`config.mk`:
```
export PLATFORM = sky130hd
export DESIGN_NAME = nec_ir_frame_decoder_unit
export DESIGN_NICKNAME = d
export VERILOG_FILES = /design/src/design/necird_pkg.sv /design/src/design/necird_front.sv /design/src/design/necird_fifo.sv /design/src/design/necird_back.sv /design/src/design/nec_ir_frame_decoder_unit.sv
export SDC_FILE = /design/constraint.sdc
export NUM_CORES = 1
export LEC_CHECK = 0
export BUFFER_PORTS_ARGS = -buffer_cell sky130_fd_sc_hd__buf_2
export CAP_MARGIN = 25
export CORE_MARGIN = 4
export CORE_UTILIZATION = 65
export DETAILED_ROUTE_END_ITERATION = 6
export GPL_TIMING_DRIVEN = 0
export PLACE_DENSITY = 0.93
export SKIP_LAST_GASP = 1
export SYNTH_ARGS = -nofsm -noshare
export SYNTH_HDL_FRONTEND = slang
export SYNTH_SLANG_ARGS = --single-unit
```
`constraint.sdc`:
```
create_clock -name clk_i -period 20.7 [get_ports clk_i]
set_input_delay 2.07 -clock clk_i [delete_from_list [all_inputs] [get_ports clk_i]]
set_output_delay 2.07 -clock clk_i [all_outputs]
set_load 0.1 [all_outputs]
```
`src/design/necird_pkg.sv`:
```
// ----------------------------------------------------------------------------
// NEC IR frame decoder package
// Shared widths, codes and transaction types of the decoder.
// ----------------------------------------------------------------------------
package necird_pkg;

  // Field widths
  localparam int unsigned TickW    = 15;            // receiver tick count
  localparam int unsigned DivW     = 8;             // ticks per 10 us
  localparam int unsigned MarginW  = 10;            // tolerance, per mille
  localparam int unsigned TimeW    = 15;            // target time in us
  localparam int unsigned FieldW   = 16;            // address/command/extra
  localparam int unsigned StatusW  = 3;
  localparam int unsigned CfgIdxW  = 3;
  localparam int unsigned CfgDataW = 15;

  // Duration in us: (ticks * 10) / div, all ones when div is zero
  localparam int unsigned UsW      = 19;
  localparam int unsigned DivCntW  = $clog2(UsW);

  // Window arithmetic: 1000 * us against target * (1000 +/- margin)
  localparam int unsigned Mille    = 1000;
  localparam int unsigned FactorW  = 11;
  localparam int unsigned ProdW    = TimeW + FactorW;
  localparam int unsigned ScaledW  = UsW + 10;

  // Burst bookkeeping
  localparam int unsigned MaxPairs  = 63;
  localparam int unsigned PairCntW  = $clog2(MaxPairs + 1);
  localparam int unsigned ShiftW    = 48;
  localparam int unsigned ShiftIdxW = $clog2(ShiftW);
  localparam int unsigned RepeatLen = 2;
  localparam int unsigned FrameLen  = 34;
  localparam int unsigned ExtLen    = 50;

  // Window checks run per pulse pair, two products each
  localparam int unsigned NumChecks = 6;
  localparam int unsigned ChkW      = $clog2(NumChecks);
  localparam int unsigned NumSteps  = 2 * NumChecks;
  localparam int unsigned StepW     = $clog2(NumSteps + 1);

  // Queue between front and back
  localparam int unsigned QDepth = 2;
  localparam int unsigned QPtrW  = $clog2(QDepth);
  localparam int unsigned QCntW  = $clog2(QDepth + 1);

  typedef enum logic [CfgIdxW-1:0] {
    CfgTicks     = 3'd0,
    CfgMargin    = 3'd1,
    CfgBitMark   = 3'd2,
    CfgOneSpace  = 3'd3,
    CfgZeroSpace = 3'd4,
    CfgRepMark   = 3'd5,
    CfgRepSpace  = 3'd6,
    CfgRepTail   = 3'd7
  } cfg_idx_e;

  typedef enum logic [StatusW-1:0] {
    StRepeat       = 3'd0,
    StFrame        = 3'd1,
    StExtFrame     = 3'd2,
    StRepLevelErr  = 3'd3,
    StRepTimingErr = 3'd4,
    StBitErr       = 3'd5,
    StBadLength    = 3'd6
  } status_e;

  typedef enum logic [ChkW-1:0] {
    ChkRepMark   = 3'd0,
    ChkRepSpace  = 3'd1,
    ChkRepTail   = 3'd2,
    ChkBitMark   = 3'd3,
    ChkOneSpace  = 3'd4,
    ChkZeroSpace = 3'd5
  } chk_e;

  typedef struct packed {
    logic             mark_level;
    logic [TickW-1:0] mark_ticks;
    logic             space_level;
    logic [TickW-1:0] space_ticks;
    logic             burst_end;
  } in_item_t;

  typedef struct packed {
    logic [StatusW-1:0] status;
    logic [FieldW-1:0]  address;
    logic [FieldW-1:0]  command;
    logic [FieldW-1:0]  extra;
  } out_item_t;

  // Pulse pair after tick conversion
  typedef struct packed {
    logic           mark_level;
    logic [UsW-1:0] mark_us;
    logic           space_level;
    logic [UsW-1:0] space_us;
    logic           burst_end;
  } pair_t;

  typedef struct packed {
    logic [DivW-1:0]    ticks_per_10us;
    logic [MarginW-1:0] margin_per_mille;
    logic [TimeW-1:0]   bit_mark_us;
    logic [TimeW-1:0]   one_space_us;
    logic [TimeW-1:0]   zero_space_us;
    logic [TimeW-1:0]   repeat_mark_us;
    logic [TimeW-1:0]   repeat_space_us;
    logic [TimeW-1:0]   repeat_tail_us;
  } cfg_t;

endpackage

```
`src/design/necird_front.sv`:
```
// ----------------------------------------------------------------------------
// NEC IR decoder front end
// Accepts pulse pairs and converts both durations from ticks to us.
// ----------------------------------------------------------------------------
module necird_front (
  input  logic                             clk_i,
  input  logic                             rst_ni,
  input  logic                             in_valid_i,
  output logic                             in_ready_o,
  input  necird_pkg::in_item_t             in_item_i,
  input  logic [necird_pkg::DivW-1:0]      divisor_i,
  output logic                             push_o,
  output necird_pkg::pair_t                push_data_o,
  input  logic                             full_i
);

  typedef enum logic [2:0] {
    FIdle = 3'b001,
    FDiv  = 3'b010,
    FPush = 3'b100
  } front_state_e;

  front_state_e state_q, state_d;
  logic [necird_pkg::DivCntW-1:0] cnt_q, cnt_d;
  logic [necird_pkg::DivW-1:0]    div_q, div_d;
  logic [necird_pkg::UsW-1:0]     mark_num_q, mark_num_d, space_num_q, space_num_d;
  logic [necird_pkg::UsW-1:0]     mark_quo_q, mark_quo_d, space_quo_q, space_quo_d;
  logic [necird_pkg::DivW-1:0]    mark_rem_q, mark_rem_d, space_rem_q, space_rem_d;
  logic                           ml_q, ml_d, sl_q, sl_d, last_q, last_d;

  logic [necird_pkg::DivW:0] mark_trial, space_trial, div_ext;
  logic                      mark_ge, space_ge;

  // One restoring step per cycle on both halves; a zero divisor yields all ones
  assign div_ext     = {1'b0, div_q};
  assign mark_trial  = {mark_rem_q, mark_num_q[necird_pkg::UsW-1]};
  assign space_trial = {space_rem_q, space_num_q[necird_pkg::UsW-1]};
  assign mark_ge     = mark_trial >= div_ext;
  assign space_ge    = space_trial >= div_ext;

  assign in_ready_o = (state_q == FIdle);
  assign push_o     = (state_q == FPush) && !full_i;

  always_comb begin
    push_data_o             = '0;
    push_data_o.mark_level  = ml_q;
    push_data_o.mark_us     = mark_quo_q;
    push_data_o.space_level = sl_q;
    push_data_o.space_us    = space_quo_q;
    push_data_o.burst_end   = last_q;
  end

  always_comb begin
    state_d     = state_q;
    cnt_d       = cnt_q;
    div_d       = div_q;
    mark_num_d  = mark_num_q;
    space_num_d = space_num_q;
    mark_quo_d  = mark_quo_q;
    space_quo_d = space_quo_q;
    mark_rem_d  = mark_rem_q;
    space_rem_d = space_rem_q;
    ml_d        = ml_q;
    sl_d        = sl_q;
    last_d      = last_q;
    case (state_q)
      FIdle: begin
        if (in_valid_i) begin
          // ticks * 10 = ticks * 8 + ticks * 2
          mark_num_d  = necird_pkg::UsW'({in_item_i.mark_ticks, 3'b000})
                      + necird_pkg::UsW'({in_item_i.mark_ticks, 1'b0});
          space_num_d = necird_pkg::UsW'({in_item_i.space_ticks, 3'b000})
                      + necird_pkg::UsW'({in_item_i.space_ticks, 1'b0});
          mark_rem_d  = '0;
          space_rem_d = '0;
          mark_quo_d  = '0;
          space_quo_d = '0;
          cnt_d       = '0;
          div_d       = divisor_i;
          ml_d        = in_item_i.mark_level;
          sl_d        = in_item_i.space_level;
          last_d      = in_item_i.burst_end;
          state_d     = FDiv;
        end
      end
      FDiv: begin
        mark_num_d  = {mark_num_q[necird_pkg::UsW-2:0], 1'b0};
        space_num_d = {space_num_q[necird_pkg::UsW-2:0], 1'b0};
        mark_quo_d  = {mark_quo_q[necird_pkg::UsW-2:0], mark_ge};
        space_quo_d = {space_quo_q[necird_pkg::UsW-2:0], space_ge};
        mark_rem_d  = mark_ge ? necird_pkg::DivW'(mark_trial - div_ext)
                              : necird_pkg::DivW'(mark_trial);
        space_rem_d = space_ge ? necird_pkg::DivW'(space_trial - div_ext)
                               : necird_pkg::DivW'(space_trial);
        cnt_d       = cnt_q + necird_pkg::DivCntW'(1);
        if (cnt_q == necird_pkg::DivCntW'(necird_pkg::UsW - 1)) begin
          state_d = FPush;
        end
      end
      FPush: begin
        if (!full_i) begin
          state_d = FIdle;
        end
      end
      default: begin
        state_d = FIdle;
      end
    endcase
  end

  always_ff @(posedge clk_i or negedge rst_ni) begin
    if (!rst_ni) begin
      state_q <= FIdle;
      cnt_q   <= '0;
    end else begin
      state_q <= state_d;
      cnt_q   <= cnt_d;
    end
  end

  always_ff @(posedge clk_i) begin
    div_q       <= div_d;
    mark_num_q  <= mark_num_d;
    space_num_q <= space_num_d;
    mark_quo_q  <= mark_quo_d;
    space_quo_q <= space_quo_d;
    mark_rem_q  <= mark_rem_d;
    space_rem_q <= space_rem_d;
    ml_q        <= ml_d;
    sl_q        <= sl_d;
    last_q      <= last_d;
  end

endmodule

```
`src/design/necird_fifo.sv`:
```
// ----------------------------------------------------------------------------
// NEC IR decoder pair queue
// Short queue of converted pulse pairs between front and back end.
// ----------------------------------------------------------------------------
module necird_fifo (
  input  logic              clk_i,
  input  logic              rst_ni,
  input  logic              push_i,
  input  necird_pkg::pair_t push_data_i,
  output logic              full_o,
  input  logic              pop_i,
  output necird_pkg::pair_t pop_data_o,
  output logic              empty_o
);

  necird_pkg::pair_t entries_q [necird_pkg::QDepth];
  logic [necird_pkg::QPtrW-1:0] wr_ptr_q, rd_ptr_q;
  logic [necird_pkg::QCntW-1:0] count_q;

  assign full_o     = (count_q == necird_pkg::QCntW'(necird_pkg::QDepth));
  assign empty_o    = (count_q == '0);
  assign pop_data_o = entries_q[rd_ptr_q];

  always_ff @(posedge clk_i or negedge rst_ni) begin
    if (!rst_ni) begin
      wr_ptr_q <= '0;
      rd_ptr_q <= '0;
      count_q  <= '0;
    end else begin
      if (push_i) begin
        wr_ptr_q <= (wr_ptr_q == necird_pkg::QPtrW'(necird_pkg::QDepth - 1))
                  ? '0 : wr_ptr_q + necird_pkg::QPtrW'(1);
      end
      if (pop_i) begin
        rd_ptr_q <= (rd_ptr_q == necird_pkg::QPtrW'(necird_pkg::QDepth - 1))
                  ? '0 : rd_ptr_q + necird_pkg::QPtrW'(1);
      end
      if (push_i && !pop_i) begin
        count_q <= count_q + necird_pkg::QCntW'(1);
      end else if (pop_i && !push_i) begin
        count_q <= count_q - necird_pkg::QCntW'(1);
      end
    end
  end

  always_ff @(posedge clk_i) begin
    if (push_i) begin
      entries_q[wr_ptr_q] <= push_data_i;
    end
  end

`ifndef ASSERT_OFF
  a_no_overflow: assert property (@(posedge clk_i) disable iff (!rst_ni)
    push_i |-> !full_o)
    else $error("pair queue written while full");

  a_no_underflow: assert property (@(posedge clk_i) disable iff (!rst_ni)
    pop_i |-> !empty_o)
    else $error("pair queue read while empty");

  a_count_range: assert property (@(posedge clk_i) disable iff (!rst_ni)
    count_q <= necird_pkg::QCntW'(necird_pkg::QDepth))
    else $error("pair queue count out of range");
`endif

endmodule

```
`src/design/necird_back.sv`:
```
// ----------------------------------------------------------------------------
// NEC IR decoder back end
// Window checks on one shared multiplier, burst state and result register.
// ----------------------------------------------------------------------------
module necird_back (
  input  logic                 clk_i,
  input  logic                 rst_ni,
  input  necird_pkg::cfg_t     cfg_i,
  input  logic                 empty_i,
  input  necird_pkg::pair_t    pop_data_i,
  output logic                 pop_o,
  output logic                 out_valid_o,
  input  logic                 out_ready_i,
  output necird_pkg::out_item_t out_item_o
);

  typedef enum logic [2:0] {
    BIdle = 3'b001,
    BCalc = 3'b010,
    BDone = 3'b100
  } back_state_e;

  back_state_e state_q, state_d;
  necird_pkg::pair_t pair_q, pair_d;
  logic [necird_pkg::ScaledW-1:0]   mark_k_q, mark_k_d, space_k_q, space_k_d;
  logic [necird_pkg::StepW-1:0]     step_q, step_d;
  logic [necird_pkg::ProdW-1:0]     prod_q, prod_d;
  logic [necird_pkg::NumChecks-1:0] win_q, win_d;

  logic [necird_pkg::PairCntW-1:0] pair_count_q, pair_count_d;
  logic [necird_pkg::ShiftW-1:0]   bit_shift_q, bit_shift_d;
  logic bit_err_q, bit_err_d, hi_err_q, hi_err_d;
  logic rep_level_bad_q, rep_level_bad_d, rep_timing_bad_q, rep_timing_bad_d;

  logic                  out_valid_q, out_valid_d;
  necird_pkg::out_item_t out_item_q, out_item_d;

  // Multiply/compare datapath
  logic [necird_pkg::ChkW-1:0]    cur_chk, prev_chk;
  logic [necird_pkg::StepW-1:0]   prev_step;
  logic [necird_pkg::TimeW-1:0]   target;
  logic [necird_pkg::FactorW-1:0] factor;
  logic [necird_pkg::ScaledW-1:0] scaled_sel, prod_ext;
  logic                           margin_wide, cmp_ok;

  // Pair resolution
  logic [necird_pkg::PairCntW-1:0] idx;
  logic [necird_pkg::ShiftIdxW-1:0] bit_idx;
  logic                            is_one, is_bit, tail_bad, commit;
  logic [necird_pkg::PairCntW-1:0] cnt_upd;
  logic [necird_pkg::ShiftW-1:0]   shift_upd;
  logic bit_err_upd, hi_err_upd, rlb_upd, rtb_upd;
  necird_pkg::out_item_t result;

  function automatic logic [necird_pkg::ScaledW-1:0] times_mille(
    input logic [necird_pkg::UsW-1:0] us
  );
    // us * 1000 = us * 1024 - us * 16 - us * 8
    return necird_pkg::ScaledW'({us, 10'b0})
         - necird_pkg::ScaledW'({us, 4'b0})
         - necird_pkg::ScaledW'({us, 3'b0});
  endfunction

  assign cur_chk     = necird_pkg::ChkW'(step_q[necird_pkg::StepW-1:1]);
  assign prev_step   = step_q - necird_pkg::StepW'(1);
  assign prev_chk    = necird_pkg::ChkW'(prev_step[necird_pkg::StepW-1:1]);
  assign margin_wide = cfg_i.margin_per_mille > necird_pkg::MarginW'(necird_pkg::Mille);

  always_comb begin
    case (necird_pkg::chk_e'(cur_chk))
      necird_pkg::ChkRepMark:   target = cfg_i.repeat_mark_us;
      necird_pkg::ChkRepSpace:  target = cfg_i.repeat_space_us;
      necird_pkg::ChkRepTail:   target = cfg_i.repeat_tail_us;
      necird_pkg::ChkBitMark:   target = cfg_i.bit_mark_us;
      necird_pkg::ChkOneSpace:  target = cfg_i.one_space_us;
      necird_pkg::ChkZeroSpace: target = cfg_i.zero_space_us;
      default:                  target = '0;
    endcase
  end

  // Even steps: upper bound, odd steps: lower bound (ignored when negative)
  assign factor = step_q[0]
    ? necird_pkg::FactorW'(necird_pkg::FactorW'(necird_pkg::Mille)
                           - necird_pkg::FactorW'(cfg_i.margin_per_mille))
    : necird_pkg::FactorW'(necird_pkg::FactorW'(necird_pkg::Mille)
                           + necird_pkg::FactorW'(cfg_i.margin_per_mille));

  always_comb begin
    case (necird_pkg::chk_e'(prev_chk))
      necird_pkg::ChkRepSpace,
      necird_pkg::ChkOneSpace,
      necird_pkg::ChkZeroSpace: scaled_sel = space_k_q;
      default:                  scaled_sel = mark_k_q;
    endcase
  end

  assign prod_ext = necird_pkg::ScaledW'(prod_q);
  assign cmp_ok   = prev_step[0] ? (margin_wide || (scaled_sel > prod_ext))
                                 : (scaled_sel < prod_ext);

  // Resolve the current pair against burst state
  assign idx     = pair_count_q;
  assign bit_idx = necird_pkg::ShiftIdxW'(idx - necird_pkg::PairCntW'(1));
  assign is_one  = !pair_q.mark_level && pair_q.space_level
                && win_q[necird_pkg::ChkBitMark] && win_q[necird_pkg::ChkOneSpace];
  assign is_bit  = !pair_q.mark_level && pair_q.space_level
                && win_q[necird_pkg::ChkBitMark]
                && (win_q[necird_pkg::ChkOneSpace] || win_q[necird_pkg::ChkZeroSpace]);

  always_comb begin
    shift_upd   = bit_shift_q;
    bit_err_upd = bit_err_q;
    hi_err_upd  = hi_err_q;
    rlb_upd     = rep_level_bad_q;
    rtb_upd     = rep_timing_bad_q;
    tail_bad    = 1'b0;
    if (idx == '0) begin
      rlb_upd = pair_q.mark_level && !pair_q.space_level;
      rtb_upd = !(win_q[necird_pkg::ChkRepMark] && win_q[necird_pkg::ChkRepSpace]);
    end else if (idx <= necird_pkg::PairCntW'(necird_pkg::ShiftW)) begin
      if (is_one) begin
        shift_upd[bit_idx] = 1'b1;
      end
      if (!is_bit) begin
        if (idx <= necird_pkg::PairCntW'(2 * necird_pkg::FieldW)) begin
          bit_err_upd = 1'b1;
        end else begin
          hi_err_upd = 1'b1;
        end
      end
      if (idx == necird_pkg::PairCntW'(1)) begin
        tail_bad = !win_q[necird_pkg::ChkRepTail];
      end
    end
    cnt_upd = (idx < necird_pkg::PairCntW'(necird_pkg::MaxPairs))
            ? idx + necird_pkg::PairCntW'(1) : idx;
  end

  always_comb begin
    result = '0;
    if (idx == necird_pkg::PairCntW'(necird_pkg::RepeatLen - 1)) begin
      if (rlb_upd) begin
        result.status = necird_pkg::StRepLevelErr;
      end else if (rtb_upd || tail_bad) begin
        result.status = necird_pkg::StRepTimingErr;
      end else begin
        result.status = necird_pkg::StRepeat;
      end
    end else if (idx == necird_pkg::PairCntW'(necird_pkg::FrameLen - 1)) begin
      if (bit_err_upd) begin
        result.status = necird_pkg::StBitErr;
      end else begin
        result.status  = necird_pkg::StFrame;
        result.address = shift_upd[necird_pkg::FieldW-1:0];
        result.command = shift_upd[2*necird_pkg::FieldW-1:necird_pkg::FieldW];
      end
    end else if (idx == necird_pkg::PairCntW'(necird_pkg::ExtLen - 1)) begin
      if (bit_err_upd || hi_err_upd) begin
        result.status = necird_pkg::StBitErr;
      end else begin
        result.status  = necird_pkg::StExtFrame;
        result.address = shift_upd[necird_pkg::FieldW-1:0];
        result.command = shift_upd[2*necird_pkg::FieldW-1:necird_pkg::FieldW];
        result.extra   = shift_upd[3*necird_pkg::FieldW-1:2*necird_pkg::FieldW];
      end
    end else begin
      result.status = necird_pkg::StBadLength;
    end
  end

  // A final pair waits for a free result register
  assign commit = (state_q == BDone) && !(pair_q.burst_end && out_valid_q && !out_ready_i);

  always_comb begin
    state_d          = state_q;
    pair_d           = pair_q;
    mark_k_d         = mark_k_q;
    space_k_d        = space_k_q;
    step_d           = step_q;
    prod_d           = prod_q;
    win_d            = win_q;
    pair_count_d     = pair_count_q;
    bit_shift_d      = bit_shift_q;
    bit_err_d        = bit_err_q;
    hi_err_d         = hi_err_q;
    rep_level_bad_d  = rep_level_bad_q;
    rep_timing_bad_d = rep_timing_bad_q;
    out_valid_d      = out_valid_q && !out_ready_i;
    out_item_d       = out_item_q;
    pop_o            = 1'b0;
    case (state_q)
      BIdle: begin
        if (!empty_i) begin
          pop_o     = 1'b1;
          pair_d    = pop_data_i;
          mark_k_d  = times_mille(pop_data_i.mark_us);
          space_k_d = times_mille(pop_data_i.space_us);
          step_d    = '0;
          win_d     = '1;
          state_d   = BCalc;
        end
      end
      BCalc: begin
        if (step_q != '0) begin
          win_d[prev_chk] = win_q[prev_chk] & cmp_ok;
        end
        if (step_q == necird_pkg::StepW'(necird_pkg::NumSteps)) begin
          state_d = BDone;
        end else begin
          prod_d = necird_pkg::ProdW'(target) * necird_pkg::ProdW'(factor);
          step_d = step_q + necird_pkg::StepW'(1);
        end
      end
      BDone: begin
        if (commit) begin
          state_d = BIdle;
          if (pair_q.burst_end) begin
            out_valid_d      = 1'b1;
            out_item_d       = result;
            pair_count_d     = '0;
            bit_shift_d      = '0;
            bit_err_d        = 1'b0;
            hi_err_d         = 1'b0;
            rep_level_bad_d  = 1'b0;
            rep_timing_bad_d = 1'b0;
          end else begin
            pair_count_d     = cnt_upd;
            bit_shift_d      = shift_upd;
            bit_err_d        = bit_err_upd;
            hi_err_d         = hi_err_upd;
            rep_level_bad_d  = rlb_upd;
            rep_timing_bad_d = rtb_upd;
          end
        end
      end
      default: begin
        state_d = BIdle;
      end
    endcase
  end

  always_ff @(posedge clk_i or negedge rst_ni) begin
    if (!rst_ni) begin
      state_q          <= BIdle;
      step_q           <= '0;
      pair_count_q     <= '0;
      bit_shift_q      <= '0;
      bit_err_q        <= 1'b0;
      hi_err_q         <= 1'b0;
      rep_level_bad_q  <= 1'b0;
      rep_timing_bad_q <= 1'b0;
      out_valid_q      <= 1'b0;
    end else begin
      state_q          <= state_d;
      step_q           <= step_d;
      pair_count_q     <= pair_count_d;
      bit_shift_q      <= bit_shift_d;
      bit_err_q        <= bit_err_d;
      hi_err_q         <= hi_err_d;
      rep_level_bad_q  <= rep_level_bad_d;
      rep_timing_bad_q <= rep_timing_bad_d;
      out_valid_q      <= out_valid_d;
    end
  end

  always_ff @(posedge clk_i) begin
    pair_q     <= pair_d;
    mark_k_q   <= mark_k_d;
    space_k_q  <= space_k_d;
    prod_q     <= prod_d;
    win_q      <= win_d;
    out_item_q <= out_item_d;
  end

  assign out_valid_o = out_valid_q;
  assign out_item_o  = out_item_q;

`ifndef ASSERT_OFF
  a_burst_cleared: assert property (@(posedge clk_i) disable iff (!rst_ni)
    (commit && pair_q.burst_end) |=> (pair_count_q == '0) && (bit_shift_q == '0))
    else $error("burst state not cleared after final pair");

  a_step_range: assert property (@(posedge clk_i) disable iff (!rst_ni)
    (state_q == BCalc) |-> (step_q <= necird_pkg::StepW'(necird_pkg::NumSteps)))
    else $error("check step out of range");

  a_result_source: assert property (@(posedge clk_i) disable iff (!rst_ni)
    $rose(out_valid_q) |-> $past(state_q == BDone) && $past(pair_q.burst_end))
    else $error("result raised without a final pair");
`endif

endmodule

```
`src/design/nec_ir_frame_decoder_unit.sv`:
```
// ----------------------------------------------------------------------------
// NEC IR frame decoder
// Decodes bursts of received pulse pairs into repeat codes and frames.
// ----------------------------------------------------------------------------
// Usage:
//  Input channel (in_valid_i/in_ready_o, in_item_i): one pulse pair per
//  transaction, burst_end set on the last pair of a burst. Output channel
//  (out_valid_o/out_ready_i, out_item_o): one result transaction per burst,
//  nothing for the pairs before the last one.
//  Configuration: cfg_we_i writes cfg_data_i into register cfg_idx_i at
//  once; write only while no pair is in flight.
//  Datapath: the front end converts ticks to us with a bit-serial divider, one
//  quotient bit per cycle, and takes a new pair only once the last is queued.
//  The back end computes 12 products per pair on one shared multiplier.
//  A two-entry queue separates the two halves; when the receiver stalls the
//  result register holds, the back end stops on the next final pair, and the
//  front end keeps taking pairs until the queue is full.
//  Reset clears burst state, drops any pending result and loads the default
//  NEC timings (10 ticks per 10 us, 20 % margin).
// ----------------------------------------------------------------------------
module nec_ir_frame_decoder_unit (
  input  logic                                 clk_i,
  input  logic                                 rst_ni,
  input  logic                                 in_valid_i,
  output logic                                 in_ready_o,
  input  necird_pkg::in_item_t                 in_item_i,
  output logic                                 out_valid_o,
  input  logic                                 out_ready_i,
  output necird_pkg::out_item_t                out_item_o,
  input  logic                                 cfg_we_i,
  input  logic [necird_pkg::CfgIdxW-1:0]       cfg_idx_i,
  input  logic [necird_pkg::CfgDataW-1:0]      cfg_data_i
);

  necird_pkg::cfg_t  cfg_q;
  necird_pkg::pair_t push_data, pop_data;
  logic              push, pop, full, empty;

  // Configuration registers, reset to standard NEC timing
  always_ff @(posedge clk_i or negedge rst_ni) begin
    if (!rst_ni) begin
      cfg_q.ticks_per_10us   <= necird_pkg::DivW'(10);
      cfg_q.margin_per_mille <= necird_pkg::MarginW'(200);
      cfg_q.bit_mark_us      <= necird_pkg::TimeW'(560);
      cfg_q.one_space_us     <= necird_pkg::TimeW'(1690);
      cfg_q.zero_space_us    <= necird_pkg::TimeW'(560);
      cfg_q.repeat_mark_us   <= necird_pkg::TimeW'(9000);
      cfg_q.repeat_space_us  <= necird_pkg::TimeW'(2250);
      cfg_q.repeat_tail_us   <= necird_pkg::TimeW'(560);
    end else if (cfg_we_i) begin
      case (necird_pkg::cfg_idx_e'(cfg_idx_i))
        necird_pkg::CfgTicks:     cfg_q.ticks_per_10us   <= cfg_data_i[necird_pkg::DivW-1:0];
        necird_pkg::CfgMargin:    cfg_q.margin_per_mille <= cfg_data_i[necird_pkg::MarginW-1:0];
        necird_pkg::CfgBitMark:   cfg_q.bit_mark_us      <= cfg_data_i;
        necird_pkg::CfgOneSpace:  cfg_q.one_space_us     <= cfg_data_i;
        necird_pkg::CfgZeroSpace: cfg_q.zero_space_us    <= cfg_data_i;
        necird_pkg::CfgRepMark:   cfg_q.repeat_mark_us   <= cfg_data_i;
        necird_pkg::CfgRepSpace:  cfg_q.repeat_space_us  <= cfg_data_i;
        necird_pkg::CfgRepTail:   cfg_q.repeat_tail_us   <= cfg_data_i;
        default: ;
      endcase
    end
  end

  // Front: accept and convert durations
  necird_front u_front (
    .clk_i       (clk_i),
    .rst_ni      (rst_ni),
    .in_valid_i  (in_valid_i),
    .in_ready_o  (in_ready_o),
    .in_item_i   (in_item_i),
    .divisor_i   (cfg_q.ticks_per_10us),
    .push_o      (push),
    .push_data_o (push_data),
    .full_i      (full)
  );

  necird_fifo u_fifo (
    .clk_i       (clk_i),
    .rst_ni      (rst_ni),
    .push_i      (push),
    .push_data_i (push_data),
    .full_o      (full),
    .pop_i       (pop),
    .pop_data_o  (pop_data),
    .empty_o     (empty)
  );

  // Back: window checks, burst tracking, result register
  necird_back u_back (
    .clk_i       (clk_i),
    .rst_ni      (rst_ni),
    .cfg_i       (cfg_q),
    .empty_i     (empty),
    .pop_data_i  (pop_data),
    .pop_o       (pop),
    .out_valid_o (out_valid_o),
    .out_ready_i (out_ready_i),
    .out_item_o  (out_item_o)
  );

endmodule

```
# Word-level counts from Yosys, hierarchy flattened
# Memories as Yosys holds them, arrays and structs flattened.
# Cells that the tools add are included.
# W data, S select, Z words.
[totals]
mem_bits_rw = 82
latch_bits = 0
mem_bits_ro = 0
wordCells = 257
inputBits = 56
n_memories = 1
register_bits = 433
[classes]
n_reduce_logical = 58
shifts = 0
div = 0
addsub = 19
bitwise_logic = 5
n_mul = 1
n_eq_ne = 35
n_lt_le_gt_ge = 12
muxes = 83
[mem_list]
columns = ["name", "depth", "width", "read_ports", "rd_ports_with_merged_regs", "write_ports", "line_no", "text"]
rows = [
  ["u_fifo.entries_q", 2, 41, 1, 0, 1, "necird_fifo.sv:16", "necird_pkg::pair_t entries_q [necird_pkg::QDepth];"],
]
[op_table]
columns = ["operator", "n"]
rows = [
  ["$mux W48", 6],
  ["$pmux W19 S2", 4],
  ["$pmux W15 S6", 1],
  ["$sub A29 B22 Y29", 2],
  ["$sub A29 B23 Y29", 2],
  ["$mux W19", 3],
  ["$or A48 B48 Y48", 1],
  ["$add A18 B16 Y19", 2],
  ["$mux W3", 12],
  ["$mux W35", 1],
  ["$mux W32", 1],
  ["$pmux W8 S2", 2],
  ["$eq A3 B3 Y1 const B", 10],
  ["$mux W1", 30],
  ["$gt A29 B26 Y1", 1],
  ["$lt A29 B26 Y1", 1],
  ["$mux W29", 1],
  ["$mul A15 B11 Y26", 1],
  ["$reduce_and A2 Y1", 13],
  ["$mux W6", 4],
  ["$mux W8", 3],
  ["$eq A3 B2 Y1 const B", 6],
  ["$ge A9 B8 Y1", 2],
  ["$pmux W3 S3", 2],
  ["50 further kinds", 102],
]

# Depth between registers and ports, before layout
[depth]
depth_word = 13
mapped_depth = 27

# Modules after synthesis
# A second synthesis with hierarchy kept.
[unflattened]
hier_cells = 2914
area_unflattened_um2 = 32560.0
[modules_own_cells]
columns = ["module", "cells_per_inst", "instances", "seq_area_each_um2", "area_per_inst_um2"]
rows = [
  ["necird_back", 1936, 1, 5796.8, 18448.9],
  ["necird_front", 597, 1, 3234.4, 6475.0],
  ["nec_ir_frame_decoder_unit", 237, 1, 2740.1, 4287.9],
  ["necird_fifo", 144, 1, 2562.5, 3348.2],
]

# Worst setup path before layout
# Ideal clock, no wire load.
[synth_path]
path_type = "flip-flop to flip-flop"
from = "register u_back.step_q[1] in the netlist's numbering"
to = "register u_back.prod_q[25] in the netlist's numbering, data pin"
path_stages_with_launch = 25
slack_ns = 14.186
arrival_time_ns = 6.346
required_time_ns = 20.533
synth_period_minus_slack_ns = 6.514
cell_sequence = "dfrtp_1 -> buf_2 -> buf_1 -> buf_2 -> mux2_2 -> a22oi_1 -> o22ai_1 -> nand2_1 -> fa_1 -> fa_1 -> fa_1 -> inv_1 -> fa_1 -> inv_1 -> fa_1 -> inv_1 -> ha_1 -> o21a_1 -> o21ai_0 -> a21oi_1 -> o31ai_1 -> a21oi_1 -> o41ai_2 -> nor2_1 -> a211oi_1"
[synth_between]
elab_chain_cells = 3
[synth_lines]
columns = ["item", "line_no", "text"]
rows = [
  ["start: declaration", "necird_back.sv:26", "logic [necird_pkg::StepW-1:0] step_q, step_d;"],
  ["start signal: assignment", "necird_back.sv:255", "step_q <= step_d;"],
  ["$eq A3 B3 Y1, or another cell as far along", "necird_back.sv:70", "case (necird_pkg::chk_e'(cur_chk))"],
  ["$pmux W15 S6 (*)", "necird_back.sv:70", ""],
  ["$mul A15 B11 Y26 (*)", "necird_back.sv:210", "prod_d = necird_pkg::ProdW'(target) * necird_pkg::ProdW'(factor);"],
  ["end signal: assignment", "necird_back.sv:270", "prod_q <= prod_d;"],
  ["end: declaration", "necird_back.sv:27", "logic [necird_pkg::ProdW-1:0] prod_q, prod_d;"],
]
# Every way passes the cells marked *; elsewhere a longest branch is shown, timed or not.
# A chain may end at the register's enable or synchronous reset.

# Worst setup path in the final report
[layout_path]
from = "register u_back.step_q[2] in the netlist's numbering"
to = "register u_back.prod_q[25] in the netlist's numbering, data pin"
# The elaborated chain is that of the path after synthesis.

==> reports/metrics.yaml <==
fp-row-count: 80
final_common_cell: "edfxtp_1"
grt_start_max_net_pins: 128
outcome: "finished, violations left"
worstSetupEndpointType: "register"
clock.fmax_ghz: 0.122
cts_buffers: 51
initialDrtViolationCount: 2537
cp_num_cells: 24
stdcell_count: 3688
arrival_ns: 8.60
min_period_over_period_pct: 39.5
grt_pass1_vias: 23500
rr_startpoint: "u_back.step_q[2]"
ant_nets: 0
dr.pass1.iters: 7
worstReg2RegEnd: "u_back.prod_q[25]"
gp_congestion: 0.966
cp-start-kind: "register"
worstRegToRegCells: 24
die_w_um: 228
fin_util_pct: 72.6
die-area_um2: 52200
track_usage_pct: 28.1
post_cts_resized: 0
path_cells: "clkbuf_1, clkbuf_1, buf_1, a22oi_1, o22ai_1, clkbuf_1, nand2_1, fa_1, fa_1, fa_1, inv_1, fa_1, inv_1, fa_1, inv_1, ha_1, o21a_1, o21ai_0, a21oi_1, o31ai_1, a21oi_1, o41ai_2, nor2_1, a211oi_1"
cts_setup_buffers: 0
ys_seq_area_share_pct: 45.4
avgRoutedWirePerCell_um: 20.2
area_growth_pct: 10.0
setup_violations: 0
syn-num-nets: 3270
final_nets: 3437
cap_violations: 0
pre_cts_slack_ns: 12.84
grt_pass1_wl_um: 120000
core_um2: 47800
setup_slack_ns: 12.52
synth_area_um2: 31600
n_fill_cell: 3024
cts_tree: "done"
synth_edf_count: 321
post-route-drc-count: 5
syn_inst: 2863
slowest_delay_ns: 0.60
ys_ff_latch: 507
fin_tns_setup_ns: 0
drive_above_1_share_pct: 13.0
synth-main-ff-cell: "edfxtp_1"
critPathTopFamily: "adder cells"
finalCriticalPeriod_ns: 8.18
crit_slowest_cell: "fa_1"
endpoint: "u_back.prod_q[25]"
hold_buffers: 0
violations: "design-rule violations"
yosysWarnings: 0
fin_worst_skew_ns: 0.0329
min_path_cells: 0
maxSlewViolCount: 0
initial_core_util_pct: 66.0
rsz0062_at_grt: "false"
ys_async_sr_fraction_pct: 36.7
cts.sinks: 507
worstPathMaxFanout: 10
relSlewSlack_pct: 27.4
num_vias: 22900
crit_path_start: "u_back.step_q[2]"
hold_violations: 0
via_per_inst: 6.20
hold_path.class: "reg -> reg"
avgSynthCellArea_um2: 11.0
regArea_um2: 14300
dp_hpwl_um: 54000
worst-path-buf-inv: 7
port_buffers: 104
clkLatencyLatePin_ns: 0.62
crit_top_cell: "fa_1"
boundaryPins: 109
grt_overflow: 0
place_inst: 3589
antenna_found_initial: 1
routed_wirelength_um: 74500
path_clk_slew_ns: 0.06
clock_path_buffers: 3
layout_common_cells: "edfxtp_1, nor2_1, inv_1"
critPathRequiredTime_ns: 21.13
htree_levels: 2
critPathKind: "reg -> reg"
rrSetupSlack_ns: 12.52
tightest_slew_ns: 1.09
clock_tree.root_cell: "clkbuf_16"
die_height_um: 228
multi_input_area_um2: 15800
ys_types: 82
-- logic make-up after synthesis --
logic type	count (synthesis)	share of synthesized area, %
and+or+nand+nor	792	11.9
AOI/OAI and AO/OA	513	10.1
DFF	507	45.4
buffers and inverters	366	4.43
adders and majority gates	351	17.3
muxes	215	7.53
xor gates and xnor gates	119	3.30
-- cells in the mapped netlist (all sizes together), types with 19 or more instances --
cell type | number | area share, %
a21o | 36 | 0.86
a21oi | 219 | 3.5
and2 | 84 | 1.7
buf | 28 | 0.41
clkbuf | 82 | 0.97
dfrtp | 154 | 12
dfstp | 32 | 2.7
edfxtp | 321 | 31
fa | 144 | 9.1
ha | 207 | 8.2
inv | 256 | 3.0
mux2 | 148 | 5.3
mux2i | 64 | 2.0
nand2 | 197 | 2.3
nand2b | 33 | 0.65
nand3 | 29 | 0.46
nor2 | 282 | 3.4
nor2b | 42 | 0.83
nor3 | 42 | 0.68
o21ai | 98 | 1.6
o22ai | 19 | 0.38
xnor2 | 70 | 1.9
xor2 | 49 | 1.4
-- state kept, by name, summed over array words and instances, names as in the netlist, 2 cells and up --
name / count
u_fifo.entries_q: 82
u_back.state_q: 3
u_front.state_q: 3
u_fifo.count_q: 2
u_back.prod_q: 26
u_back.out_item_o: 51
cfg_q: 108
u_front.mark_rem_q: 8
u_front.div_q: 8
u_front.mark_quo_q: 19
u_back.win_q: 6
u_back.pair_q: 3
u_back.idx: 6
u_front.mark_num_q: 18
u_front.space_quo_q: 19
u_back.bit_shift_q: 48
u_front.cnt_q: 5
u_front.space_num_q: 18
u_back.mark_k_q: 26
u_back.space_k_q: 26
u_back.step_q: 4
u_front.space_rem_q: 8
-- worst reg2reg max path: cells and delay by family, from the launching register on --
family	cells	cell delay, ns
and+or+nand+nor	2	0.26
buffers and inverters	7	2.26
AOI/OAI and AO/OA	9	2.13
DFF	1	0.40
adders and majority gates	6	2.95
-- stage by stage --
step | area (um^2) | hold WS (ns)
4_1_cts | 34700 | 0.442
5_1_grt | 34700 | 0.460
3_3_place_gp | 32900 | 0.424
3_5_place_dp | 33000 | 0.430
2_1_floorplan | 31600 | 0.421
6_report | 34700 | 0.447
-- worst min path at each step --
stage,from,endpoint,slack [ns]
6_report,u_front.sl_q,u_fifo.entries_q[0][20],0.45
5_1_grt,u_front.sl_q,u_fifo.entries_q[0][20],0.46
4_1_cts,u_front.space_quo_q[18],u_fifo.entries_q[0][19],0.44
3_5_place_dp,cfg_q[102],u_front.div_q[2],0.43
3_3_place_gp,u_front.space_quo_q[18],u_fifo.entries_q[0][19],0.42
2_1_floorplan,cfg_q[100],u_front.div_q[0],0.42
-- final cells by class --
type,count,share of cell area (%)
flip-flops and latches,507,41.3
clock buffers,69,4.14
multi-input cells,1990,45.6
plain buffers,110,1.26
diodes,1,0.00720
repair buffers,114,2.05
inverters,256,2.77
well taps,615,2.22
clock inverters,26,0.677
-- routing by layer --
metal | GRT usage, % | share of wire [%]
met5 | 0 | 0
met4 | 9.66 | 3.8
met2 | 48.5 | 49
met3 | 5.56 | 8.0
met1 | 35.9 | 39
Power is not shown: default switching activity piles up to over one toggle a cycle in this logic, so the estimate is an artifact.
